`src/design/lfu_pkg.sv`:
```
// ----------------------------------------------------------------------------
// lfu_pkg: shared types and constants for the LFU cache replacement unit
// Request and response items, the opcode, and the slot update command that
// passes from the control path to the slot store.
// ----------------------------------------------------------------------------
package lfu_pkg;

    localparam int KEY_W   = 32;
    localparam int DATA_W  = 32;
    localparam int STAMP_W = 32;
    localparam int CAP_W   = 5;

    localparam logic [CAP_W-1:0] CAP_RESET = 5'd16;

    typedef enum logic [0:0] {
        OP_GET = 1'b0,
        OP_PUT = 1'b1
    } op_t;

    // One request item
    typedef struct packed {
        op_t               opcode;
        logic [KEY_W-1:0]  key;
        logic [DATA_W-1:0] write_value;
    } req_t;

    // One response item
    typedef struct packed {
        logic              hit;
        logic [DATA_W-1:0] read_value;
        logic              evicted;
    } rsp_t;

    // Update command applied to the selected slot
    typedef struct packed {
        logic              touch;      // hit: bump count, refresh stamp
        logic              put_value;  // hit by a put: overwrite value
        logic              fill;       // miss: load a fresh entry
        logic              grow;       // fill went into a free slot
        logic [KEY_W-1:0]  key;
        logic [DATA_W-1:0] value;
    } slot_cmd_t;

endpackage

```
`src/design/lfu_lookup.sv`:
```
// ----------------------------------------------------------------------------
// lfu_lookup: associative key match
// Compares the request key against every valid slot, returns the one-hot hit
// vector with the stored value, and the one-hot lowest free slot.
// ----------------------------------------------------------------------------
module lfu_lookup #(
    parameter int ENTRIES = 16
) (
    input  logic [lfu_pkg::KEY_W-1:0]  key,
    input  logic [ENTRIES-1:0]         valid,
    input  logic [lfu_pkg::KEY_W-1:0]  keys   [ENTRIES],
    input  logic [lfu_pkg::DATA_W-1:0] values [ENTRIES],
    output logic [ENTRIES-1:0]         hit_vec,
    output logic [lfu_pkg::DATA_W-1:0] hit_value,
    output logic [ENTRIES-1:0]         free_vec
);

    logic [ENTRIES-1:0] empty;

    // Match every slot in parallel
    always_comb
    begin
        hit_value = '0;
        for (int i = 0; i < ENTRIES; i++)
        begin
            hit_vec[i] = valid[i] && (keys[i] == key);
            hit_value  = hit_value | ({lfu_pkg::DATA_W{hit_vec[i]}} & values[i]);
        end
    end

    // Isolate the lowest empty slot
    assign empty    = ~valid;
    assign free_vec = empty & (~empty + ENTRIES'(1));

endmodule

```
`src/design/lfu_victim.sv`:
```
// ----------------------------------------------------------------------------
// lfu_victim: least-frequently-used victim search
// Binary compare tree over {use count, stamp}; the lowest pair among valid
// slots wins, the left branch on a tie. Output is one-hot.
// ----------------------------------------------------------------------------
module lfu_victim #(
    parameter int ENTRIES    = 16,
    parameter int COUNT_BITS = 16
) (
    input  logic [ENTRIES-1:0]          valid,
    input  logic [COUNT_BITS-1:0]       counts [ENTRIES],
    input  logic [lfu_pkg::STAMP_W-1:0] stamps [ENTRIES],
    output logic [ENTRIES-1:0]          victim_vec
);

    localparam int IDX_W = (ENTRIES > 1) ? $clog2(ENTRIES) : 1;
    localparam int LVL   = $clog2(ENTRIES);
    localparam int LEAFS = 1 << LVL;
    localparam int NODES = 2 * LEAFS - 1;
    localparam int RK_W  = COUNT_BITS + lfu_pkg::STAMP_W;

    logic [NODES-1:0] nv;
    logic [RK_W-1:0]  nk [NODES];
    logic [IDX_W-1:0] ni [NODES];

    // Load leaves, pad unused ones as empty
    for (genvar g = 0; g < LEAFS; g++)
    begin : g_leaf
        if (g < ENTRIES)
        begin : g_used
            assign nv[LEAFS-1+g] = valid[g];
            assign nk[LEAFS-1+g] = {counts[g], stamps[g]};
            assign ni[LEAFS-1+g] = IDX_W'(g);
        end
        else
        begin : g_pad
            assign nv[LEAFS-1+g] = 1'b0;
            assign nk[LEAFS-1+g] = '0;
            assign ni[LEAFS-1+g] = '0;
        end
    end

    // Reduce pairs toward the root
    for (genvar g = 0; g < LEAFS - 1; g++)
    begin : g_node
        logic take_left;
        assign take_left = nv[2*g+1] && (!nv[2*g+2] || (nk[2*g+1] <= nk[2*g+2]));
        assign nv[g] = nv[2*g+1] | nv[2*g+2];
        assign nk[g] = take_left ? nk[2*g+1] : nk[2*g+2];
        assign ni[g] = take_left ? ni[2*g+1] : ni[2*g+2];
    end

    // Decode the winner
    always_comb
    begin
        for (int i = 0; i < ENTRIES; i++)
        begin
            victim_vec[i] = nv[0] && (ni[0] == IDX_W'(i));
        end
    end

endmodule

```
`src/design/lfu_store.sv`:
```
// ----------------------------------------------------------------------------
// lfu_store: slot storage and update
// Holds valid bits, keys, values, use counts and stamps for every slot, the
// access clock and the occupancy count. Applies one command to the selected
// slot per cycle.
// ----------------------------------------------------------------------------
module lfu_store #(
    parameter int ENTRIES    = 16,
    parameter int COUNT_BITS = 16
) (
    input  logic                        clk,
    input  logic                        rst_n,
    input  lfu_pkg::slot_cmd_t          cmd,
    input  logic [ENTRIES-1:0]          sel,
    output logic [ENTRIES-1:0]          valid,
    output logic [lfu_pkg::KEY_W-1:0]   keys   [ENTRIES],
    output logic [lfu_pkg::DATA_W-1:0]  values [ENTRIES],
    output logic [COUNT_BITS-1:0]       counts [ENTRIES],
    output logic [lfu_pkg::STAMP_W-1:0] stamps [ENTRIES],
    output logic [$clog2(ENTRIES+1)-1:0] used
);

    localparam int USED_W = $clog2(ENTRIES + 1);

    logic [ENTRIES-1:0]          valid_reg;
    logic [USED_W-1:0]           used_reg;
    logic [lfu_pkg::STAMP_W-1:0] clock_reg;
    logic [lfu_pkg::KEY_W-1:0]   key_reg   [ENTRIES];
    logic [lfu_pkg::DATA_W-1:0]  value_reg [ENTRIES];
    logic [COUNT_BITS-1:0]       count_reg [ENTRIES];
    logic [lfu_pkg::STAMP_W-1:0] stamp_reg [ENTRIES];

    // Control state: valid bits, occupancy, access clock
    always_ff @(posedge clk or negedge rst_n)
    begin
        if (!rst_n)
        begin
            valid_reg <= '0;
            used_reg  <= '0;
            clock_reg <= '0;
        end
        else
        begin
            if (cmd.fill)
            begin
                valid_reg <= valid_reg | sel;
            end
            if (cmd.grow)
            begin
                used_reg <= used_reg + USED_W'(1);
            end
            if (cmd.touch || cmd.fill)
            begin
                clock_reg <= clock_reg + lfu_pkg::STAMP_W'(1);
            end
        end
    end

    // Slot payload: fill or touch the selected slot
    always_ff @(posedge clk)
    begin
        for (int i = 0; i < ENTRIES; i++)
        begin
            if (sel[i] && cmd.fill)
            begin
                key_reg[i]   <= cmd.key;
                value_reg[i] <= cmd.value;
                count_reg[i] <= COUNT_BITS'(1);
                stamp_reg[i] <= clock_reg;
            end
            else if (sel[i] && cmd.touch)
            begin
                if (count_reg[i] != {COUNT_BITS{1'b1}})
                begin
                    count_reg[i] <= count_reg[i] + COUNT_BITS'(1);
                end
                stamp_reg[i] <= clock_reg;
                if (cmd.put_value)
                begin
                    value_reg[i] <= cmd.value;
                end
            end
        end
    end

    assign valid  = valid_reg;
    assign keys   = key_reg;
    assign values = value_reg;
    assign counts = count_reg;
    assign stamps = stamp_reg;
    assign used   = used_reg;

endmodule

```
`src/design/lfu_cache_replacement_unit.sv`:
```
// ----------------------------------------------------------------------------
// lfu_cache_replacement_unit: LFU key/value cache with LRU tie-break
// Fully associative get/put store. Hits bump a saturating use count and
// refresh a recency stamp; a put miss fills a free slot or evicts the entry
// with the lowest count, oldest stamp first.
// ----------------------------------------------------------------------------
//
//  channel  | direction | handshake              | payload
//  ---------+-----------+------------------------+-------------------------
//  request  | in        | req_valid / req_ready  | req (opcode, key, write_value)
//  response | out       | rsp_valid / rsp_ready  | rsp (hit, read_value, evicted)
//  config   | in        | cfg_write              | cfg_data (capacity)
//
//  One item per cycle sustained while responses are taken; an item's
//  response passes the request register, then the response register.
//  Match, victim tree and slot update run combinationally between the
//  two registers, so each item sees the state left by the one before it.
//  A stalled response holds its register; the request register keeps taking
//  an item only once its own item moves on.
//  Reset clears valid bits, occupancy, access clock and both register valids;
//  capacity resets to 16. No clearing pass.
// ----------------------------------------------------------------------------
module lfu_cache_replacement_unit #(
    parameter int ENTRIES    = 16,
    parameter int COUNT_BITS = 16
) (
    input  logic                      clk,
    input  logic                      rst_n,
    input  logic                      req_valid,
    output logic                      req_ready,
    input  lfu_pkg::req_t             req,
    output logic                      rsp_valid,
    input  logic                      rsp_ready,
    output lfu_pkg::rsp_t             rsp,
    input  logic                      cfg_write,
    input  logic [lfu_pkg::CAP_W-1:0] cfg_data
);

    localparam int USED_W = $clog2(ENTRIES + 1);
    localparam int CMP_W  = (USED_W > lfu_pkg::CAP_W) ? USED_W : lfu_pkg::CAP_W;

    logic [lfu_pkg::CAP_W-1:0]   cap_reg;
    logic                        in_valid_reg;
    lfu_pkg::req_t               in_item_reg;
    logic                        rsp_valid_reg;
    lfu_pkg::rsp_t               rsp_item_reg;
    lfu_pkg::rsp_t               rsp_item_next;

    logic                        advance;
    logic                        is_get;
    logic                        put_do;
    logic                        hit;
    logic                        full;
    logic                        fill;
    lfu_pkg::slot_cmd_t          cmd;
    logic [ENTRIES-1:0]          sel;

    logic [ENTRIES-1:0]          valid;
    logic [lfu_pkg::KEY_W-1:0]   keys   [ENTRIES];
    logic [lfu_pkg::DATA_W-1:0]  values [ENTRIES];
    logic [COUNT_BITS-1:0]       counts [ENTRIES];
    logic [lfu_pkg::STAMP_W-1:0] stamps [ENTRIES];
    logic [USED_W-1:0]           used;
    logic [ENTRIES-1:0]          hit_vec;
    logic [lfu_pkg::DATA_W-1:0]  hit_value;
    logic [ENTRIES-1:0]          free_vec;
    logic [ENTRIES-1:0]          victim_vec;

    // Capacity register
    always_ff @(posedge clk or negedge rst_n)
    begin
        if (!rst_n)
        begin
            cap_reg <= lfu_pkg::CAP_RESET;
        end
        else if (cfg_write)
        begin
            cap_reg <= cfg_data;
        end
    end

    // Advance when the response register is free or being drained
    assign advance   = in_valid_reg && (!rsp_valid_reg || rsp_ready);
    assign req_ready = !in_valid_reg || advance;

    // Request register
    always_ff @(posedge clk or negedge rst_n)
    begin
        if (!rst_n)
        begin
            in_valid_reg <= 1'b0;
        end
        else if (req_ready)
        begin
            in_valid_reg <= req_valid;
        end
    end

    always_ff @(posedge clk)
    begin
        if (req_ready && req_valid)
        begin
            in_item_reg <= req;
        end
    end

    lfu_lookup #(
        .ENTRIES (ENTRIES)
    ) u_lookup (
        .key       (in_item_reg.key),
        .valid     (valid),
        .keys      (keys),
        .values    (values),
        .hit_vec   (hit_vec),
        .hit_value (hit_value),
        .free_vec  (free_vec)
    );

    lfu_victim #(
        .ENTRIES    (ENTRIES),
        .COUNT_BITS (COUNT_BITS)
    ) u_victim (
        .valid      (valid),
        .counts     (counts),
        .stamps     (stamps),
        .victim_vec (victim_vec)
    );

    // Decide the action for the held item
    always_comb
    begin
        is_get = (in_item_reg.opcode == lfu_pkg::OP_GET);
        put_do = (in_item_reg.opcode == lfu_pkg::OP_PUT) && (cap_reg != '0);
        hit    = (|hit_vec) && (is_get || put_do);
        full   = (CMP_W'(used) >= CMP_W'(cap_reg)) || (used == USED_W'(ENTRIES));
        fill   = put_do && !(|hit_vec);

        cmd.touch     = advance && hit;
        cmd.put_value = put_do;
        cmd.fill      = advance && fill;
        cmd.grow      = advance && fill && !full;
        cmd.key       = in_item_reg.key;
        cmd.value     = in_item_reg.write_value;

        if (|hit_vec)
        begin
            sel = hit_vec;
        end
        else if (full)
        begin
            sel = victim_vec;
        end
        else
        begin
            sel = free_vec;
        end

        rsp_item_next.hit        = hit;
        rsp_item_next.read_value = (is_get && hit) ? hit_value : '0;
        rsp_item_next.evicted    = fill && full;
    end

    lfu_store #(
        .ENTRIES    (ENTRIES),
        .COUNT_BITS (COUNT_BITS)
    ) u_store (
        .clk    (clk),
        .rst_n  (rst_n),
        .cmd    (cmd),
        .sel    (sel),
        .valid  (valid),
        .keys   (keys),
        .values (values),
        .counts (counts),
        .stamps (stamps),
        .used   (used)
    );

    // Response register
    always_ff @(posedge clk or negedge rst_n)
    begin
        if (!rst_n)
        begin
            rsp_valid_reg <= 1'b0;
        end
        else if (advance)
        begin
            rsp_valid_reg <= 1'b1;
        end
        else if (rsp_ready)
        begin
            rsp_valid_reg <= 1'b0;
        end
    end

    always_ff @(posedge clk)
    begin
        if (advance)
        begin
            rsp_item_reg <= rsp_item_next;
        end
    end

    assign rsp_valid = rsp_valid_reg;
    assign rsp       = rsp_item_reg;

    // A key lives in at most one slot
    a_unique_key: assert property (@(posedge clk) disable iff (!rst_n)
        in_valid_reg |-> $onehot0(hit_vec))
        else $error("key matches more than one slot");

    // Occupancy count tracks the valid bits
    a_used_count: assert property (@(posedge clk) disable iff (!rst_n)
        $countones(valid) == used)
        else $error("occupancy count out of step with valid bits");

    // A put never both hits and evicts
    a_hit_evict: assert property (@(posedge clk) disable iff (!rst_n)
        rsp_valid_reg |-> !(rsp_item_reg.hit && rsp_item_reg.evicted))
        else $error("response flags hit and eviction together");

    // Eviction only happens into a full table
    a_evict_full: assert property (@(posedge clk) disable iff (!rst_n)
        (cmd.fill && !cmd.grow) |-> (used != '0) && (|(sel & valid)))
        else $error("eviction selected an empty slot");

endmodule

```
`config.mk`:
```
export PLATFORM = sky130hd
export DESIGN_NAME = lfu_cache_replacement_unit
export DESIGN_NICKNAME = d
export VERILOG_FILES = /design/src/design/lfu_pkg.sv /design/src/design/lfu_lookup.sv /design/src/design/lfu_victim.sv /design/src/design/lfu_store.sv /design/src/design/lfu_cache_replacement_unit.sv
export SDC_FILE = /design/constraint.sdc
export NUM_CORES = 2
export LEC_CHECK = 0
export ABC_AREA = 1
export BUFFER_PORTS_ARGS = -buffer_cell sky130_fd_sc_hd__buf_2
export CELL_PAD_IN_SITES_DETAIL_PLACEMENT = 2
export CELL_PAD_IN_SITES_GLOBAL_PLACEMENT = 2
export CORE_MARGIN = 1
export CORE_UTILIZATION = 42
export DETAILED_ROUTE_END_ITERATION = 10
export GPL_TIMING_DRIVEN = 0
export PLACE_DENSITY = 0.92
export RECOVER_POWER = 25
export REMOVE_ABC_BUFFERS = 1
export SYNTH_ARGS = -nofsm -noshare
export SYNTH_HDL_FRONTEND = slang
export SYNTH_SLANG_ARGS = --single-unit
```
`constraint.sdc`:
```
create_clock -name clk -period 12.6 [get_ports clk]
set_input_delay 2.52 -clock clk [delete_from_list [all_inputs] [get_ports clk]]
set_output_delay 2.52 -clock clk [all_outputs]
set_load 0.02 [all_outputs]
```
==> out/results.txt, run 1 <==
Status: did not finish
Failed at: clock tree synthesis
Run Error: [ERROR DPL-0033] detailed placement checks failed during check placement.
#FFs+latches synth: 1951
Row count: 180
IO Port Bufs: 110
Post-DP HPWL: 376000 um
Number of clock sinks: 1951
Clk buf depth: 3
Hold-fix buffers, CTS: 0
Async set-reset flop share out of synthesis: 3.08%
Setup Buffers After CTS: 75
Synth Area per Inst: 9.46 um^2
Sequential area share after synthesis: 54.9%
CTS Buf Count: 214
GP Congestion: 0.900
Die Ht: 494 um
Post-synth EDFFs: 1635
Yosys cell types: 55
Ports: 111
Resize count post-CTS: 345
Initial Util: 42.2%
Htree depth: 4
Synthesis Warnings: 0
CTS Root Cell: clkbuf_16
Cells after synthesis: 10737
Mapped Area: 0.102 mm^2
Dominant synthesized flop cell: edfxtp_1
Die X: 494 um
-- cells in the mapped netlist (all sizes together) (3+ instances only) --
cell type | count | area, um^2
nand3 | 330 | 1690
nand3b | 15 | 113
a211oi | 6 | 45.0
a22o | 256 | 2240
nor4 | 79 | 494
dfrtp | 59 | 1480
nand2 | 2603 | 9800
ha | 744 | 9310
a41oi | 7 | 61.3
o21ai | 842 | 4210
edfxtp | 1635 | 49100
dfxtp | 256 | 5120
o21a | 28 | 210
nand4 | 159 | 1030
o31a | 3 | 26.3
xnor2 | 122 | 1070
nor3b | 3 | 22.5
a31oi | 18 | 113
o211ai | 24 | 180
and2 | 4 | 25.0
a21o | 7 | 52.6
clkinv | 9 | 33.8
nor2 | 961 | 3710
inv | 1256 | 4720
buf | 107 | 632
xor2 | 58 | 508
a21oi | 725 | 3630
or2 | 11 | 68.8
and3 | 3 | 18.8
nor3 | 203 | 1020
clkbuf | 199 | 747
-- kinds of logic after synthesis --
logic type	Yosys count	synth area share, %
and+or+nand+nor	4371	17.7
DFF	1951	54.9
adders and majority gates	744	9.17
xor gates and xnor gates	180	1.55
buffers and inverters	1571	6.04
AOI/OAI and AO/OA	1920	10.6
-- stage by stage --
step	setup TNS [ns]	cell area, um^2	utilization [%]	setup WS, ns	std cells
floorplan	-293.98	100000	-	-0.716	10431
global placement	-	105000	43.5	-12.60	13726
detailed placement	-7601.87	108000	45.0	-5.21	13893
==> inputs of run 2 (changes only) <==
--- a/config.mk
+++ b/config.mk
@@ -7,13 +7,11 @@
 export LEC_CHECK = 0
 export ABC_AREA = 1
 export BUFFER_PORTS_ARGS = -buffer_cell sky130_fd_sc_hd__buf_2
-export CELL_PAD_IN_SITES_DETAIL_PLACEMENT = 2
-export CELL_PAD_IN_SITES_GLOBAL_PLACEMENT = 2
 export CORE_MARGIN = 1
-export CORE_UTILIZATION = 42
+export CORE_UTILIZATION = 40
 export DETAILED_ROUTE_END_ITERATION = 10
 export GPL_TIMING_DRIVEN = 0
-export PLACE_DENSITY = 0.92
+export PLACE_DENSITY_LB_ADDON = 0.15
 export RECOVER_POWER = 25
 export REMOVE_ABC_BUFFERS = 1
 export SYNTH_ARGS = -nofsm -noshare
==> out/results.txt, run 2 <==
Status: completed (was did not finish)
DRT iter0 DRCs: 6767
GR Layer Usage met1: 32.3%
Fin util: 46.4%
Max_slew headroom: 4.89%
Clock latency at the later pin of the worst-skew pair: 0.93 ns
Overflow after GRT: 0
CP endpoint kind: register
First-pass GRT wire length: 461000 um
Hold Path Stages: 2
Multiplexer share of the synthesized area: 0% (unchanged)
XOR/XNOR Fraction of Synth Area: 1.55% (unchanged)
Fin crit period: 12.05 ns
Post-Synth Simple-Gate Area: 17.7% (unchanged)
Hold Fails Final Rpt: 0
Post-synth top cells: nand2_1 (2597), edfxtp_1 (1635), inv_1 (1227) (unchanged)
Slew @ Worst Pin: 1.43 ns
WL/cell: 21.6 um
GR Util All Layers: 24.0%
Hold-fix buffers, CTS: 0 (unchanged)
Yosys cell types: 55 (unchanged)
Antenna viol nets, final: 0
Busiest grt layer: met2
CTS tree: built
Fmax: 83.0 MHz
Htree depth: 4 (unchanged)
Setup Skew: 0.115 ns
Mapped Area: 0.102 mm^2 (unchanged)
Synth-to-Final Area Change: 15.2%
Top fanout value on the critical path: 37
Req. time, crit path: 13.20 ns
Crit Path Category: reg -> reg
Initial Util: 40.3% (was 42.2%)
Top-count cell post-synth: nand2_1 (unchanged)
Worst stage delay on the critical path: 0.55 ns
Nets: 11823
CTS Buf Count: 225 (was 214)
Post-Layout Cell Count: 14533
Worst setup SP type: register
CP max-delay cell: nand4_1
Largest net degree at the start of global routing: 101
Number of global-route vias before repair: 73085
Clk buf depth: 4 (was 3)
Met3 Usage GRT: 2.88%
Ports: 111 (unchanged)
Final setup violation count: 0
Core Area: 0.252 mm^2
Finished Cell Area: 0.117 mm^2
Synth top area cells: edfxtp_1 (48%), nand2_1 (9.6%), ha_1 (9.2%) (unchanged)
Commonest non-fill, non-tap cell in the layout: nand2_1
Slew Viols, Final: 0
Layout cell share with drive strength beyond 1: 7.71%
Most frequent cells in the layout: nand2_1 (2559), edfxtp_1 (1635), inv_1 (1215)
Largest family of logic cells by synthesized area: simple AND/OR/NAND/NOR gates (unchanged)
Synth top area share: 48.4% (unchanged)
IO Port Bufs: 110 (unchanged)
Die area: 0.256 mm^2
R2r worst-path depth: 60
Residual DRC: 0
Cell mode on critical path: nand2_1
First-pass detailed-route iteration total: 8
Placed inst area: 0.109 mm^2 (was 0.108 mm^2)
Die X: 506 um (was 494 um)
Sequential area share after synthesis: 54.9% (unchanged)
Compound-cell area share of the yosys netlist: 10.6% (unchanged)
Vias per inst: 5.33
Synth Area per Inst: 9.46 um^2 (unchanged)
Met2 GRT Util: 40.3%
Dominant synthesized flop cell: edfxtp_1 (unchanged)
CTS Root Cell: clkbuf_16 (unchanged)
CP arrival: 12.66 ns
Post-Synth Adder-Cell Area: 9.17% (unchanged)
Synthesis Warnings: 0 (unchanged)
Peak supply drop: 0.270 mV
Row count: 184 (was 180)
Initial antenna violation count: 8
#FFs+latches synth: 1951 (unchanged)
GP Congestion: 0.903 (was 0.900)
Cells after synthesis: 10737 (unchanged)
Post-Route WL: 314000 um
Die Ht: 506 um (was 494 um)
P_leak: 48.1 nW
Clock slew at reported path FFs: 0.07 ns
Number of clock sinks: 1951 (unchanged)
Post-DP HPWL: 223000 um (was 376000 um)
Post-synth top area cell: edfxtp_1 (unchanged)
PwrDens: 170 mW/mm^2
Total power: 0.0199 W
Post-synth EDFFs: 1635 (unchanged)
DP Cell Count: 14067 (was 13893)
Routed via count: 77447
Async set-reset flop share out of synthesis: 3.08% (unchanged)
Final Cycle Share: 95.7%
Max-capacitance violation count: 0
Worst hold path type: reg -> reg
run 2: logic make-up (layout without fill, tap and decap cells):
logic type,after synthesis,count (layout)
AO/OA/AOI/OAI,1920,1921
XOR/XNOR,180,180
adder cells (fa/ha/maj),744,744
buffers and inverters,1571,2013
flip-flops,1951,1951
other,0,2
AND/OR/NAND/NOR,4371,4374
run 2: report_power, final:
| part | leakage (nW) | total (W) | switching (W) | internal [W] |
|---|---|---|---|---|
| combinational | 26.7 | 0.00538 | 0.00383 | 0.00156 |
| sequential | 17.7 | 0.00778 | 0.000248 | 0.00753 |
| clock | 3.66 | 0.00670 | 0.00271 | 0.00399 |
run 2: per-stage QoR:
| stage | setup slack [ns] | hold slack (ns) | setup TNS, ns |
|---|---|---|---|
| global route | -0.00583 | 0.497 | -0.0152 |
| floorplan | -0.716 | 0.439 | -293.98 |
| global placement | -12.49 | 0.448 | - |
| CTS | 0.0626 | 0.467 | 0 |
| detailed placement | -3.37 | 0.458 | -5239.25 |
| finish | 0.545 | 0.465 | 0 |
run 2: cell type report:
class	instances	area [um^2]
antenna	2	5.00
clock buffer	300	6210
clock inverter	106	1280
fill	23392	135000
inverter	1265	4880
multi-input combinational	7219	40500
sequential	1951	55700
tap	3348	4190
timing repair buffer	340	4140
timing repair inverter	2	25.0
run 2: critical path, delay by kind of cell (launching register included):
family | cells | cell delay [ns]
simple gates | 41 | 7.37
buf+inv | 12 | 1.93
fa+ha+maj | 4 | 1.36
compound gates | 3 | 0.53
flops | 1 | 0.38
run 2: worst paths after layout:
path | from | endpoint | slack, ns
min in group asynchronous | rst_n | in_valid_reg | 1.55
worst min register to register | u_store.counts[9] | u_store.counts[9] | 0.46
worst max register to register | u_store.counts[135] | u_store.values[85] | 0.55
worst max-delay path | u_store.counts[135] | u_store.values[85] | 0.55
max in group asynchronous | rst_n | u_store.valid[0] | 10.27
worst min-delay path | u_store.counts[9] | u_store.counts[9] | 0.46
run 2: layer usage:
layer / up-vias / part of all wire, %
li1: 37278 / -
met1: 37315 / 44
met2: 2330 / 47
met3: 520 / 6.0
met4: 4 / 3.6
met5: - / 0.0083
run 2: repair_timing:
item / in CTS / in global routing
pin swaps: 29 / 12
cloned: 3 / 5
resized for setup: 79 / 71
endpoints found under the setup margin: 1808 / 1794
buffers inserted: 35 / 13
No activity file was read; power rests on OpenSTA's default activity.
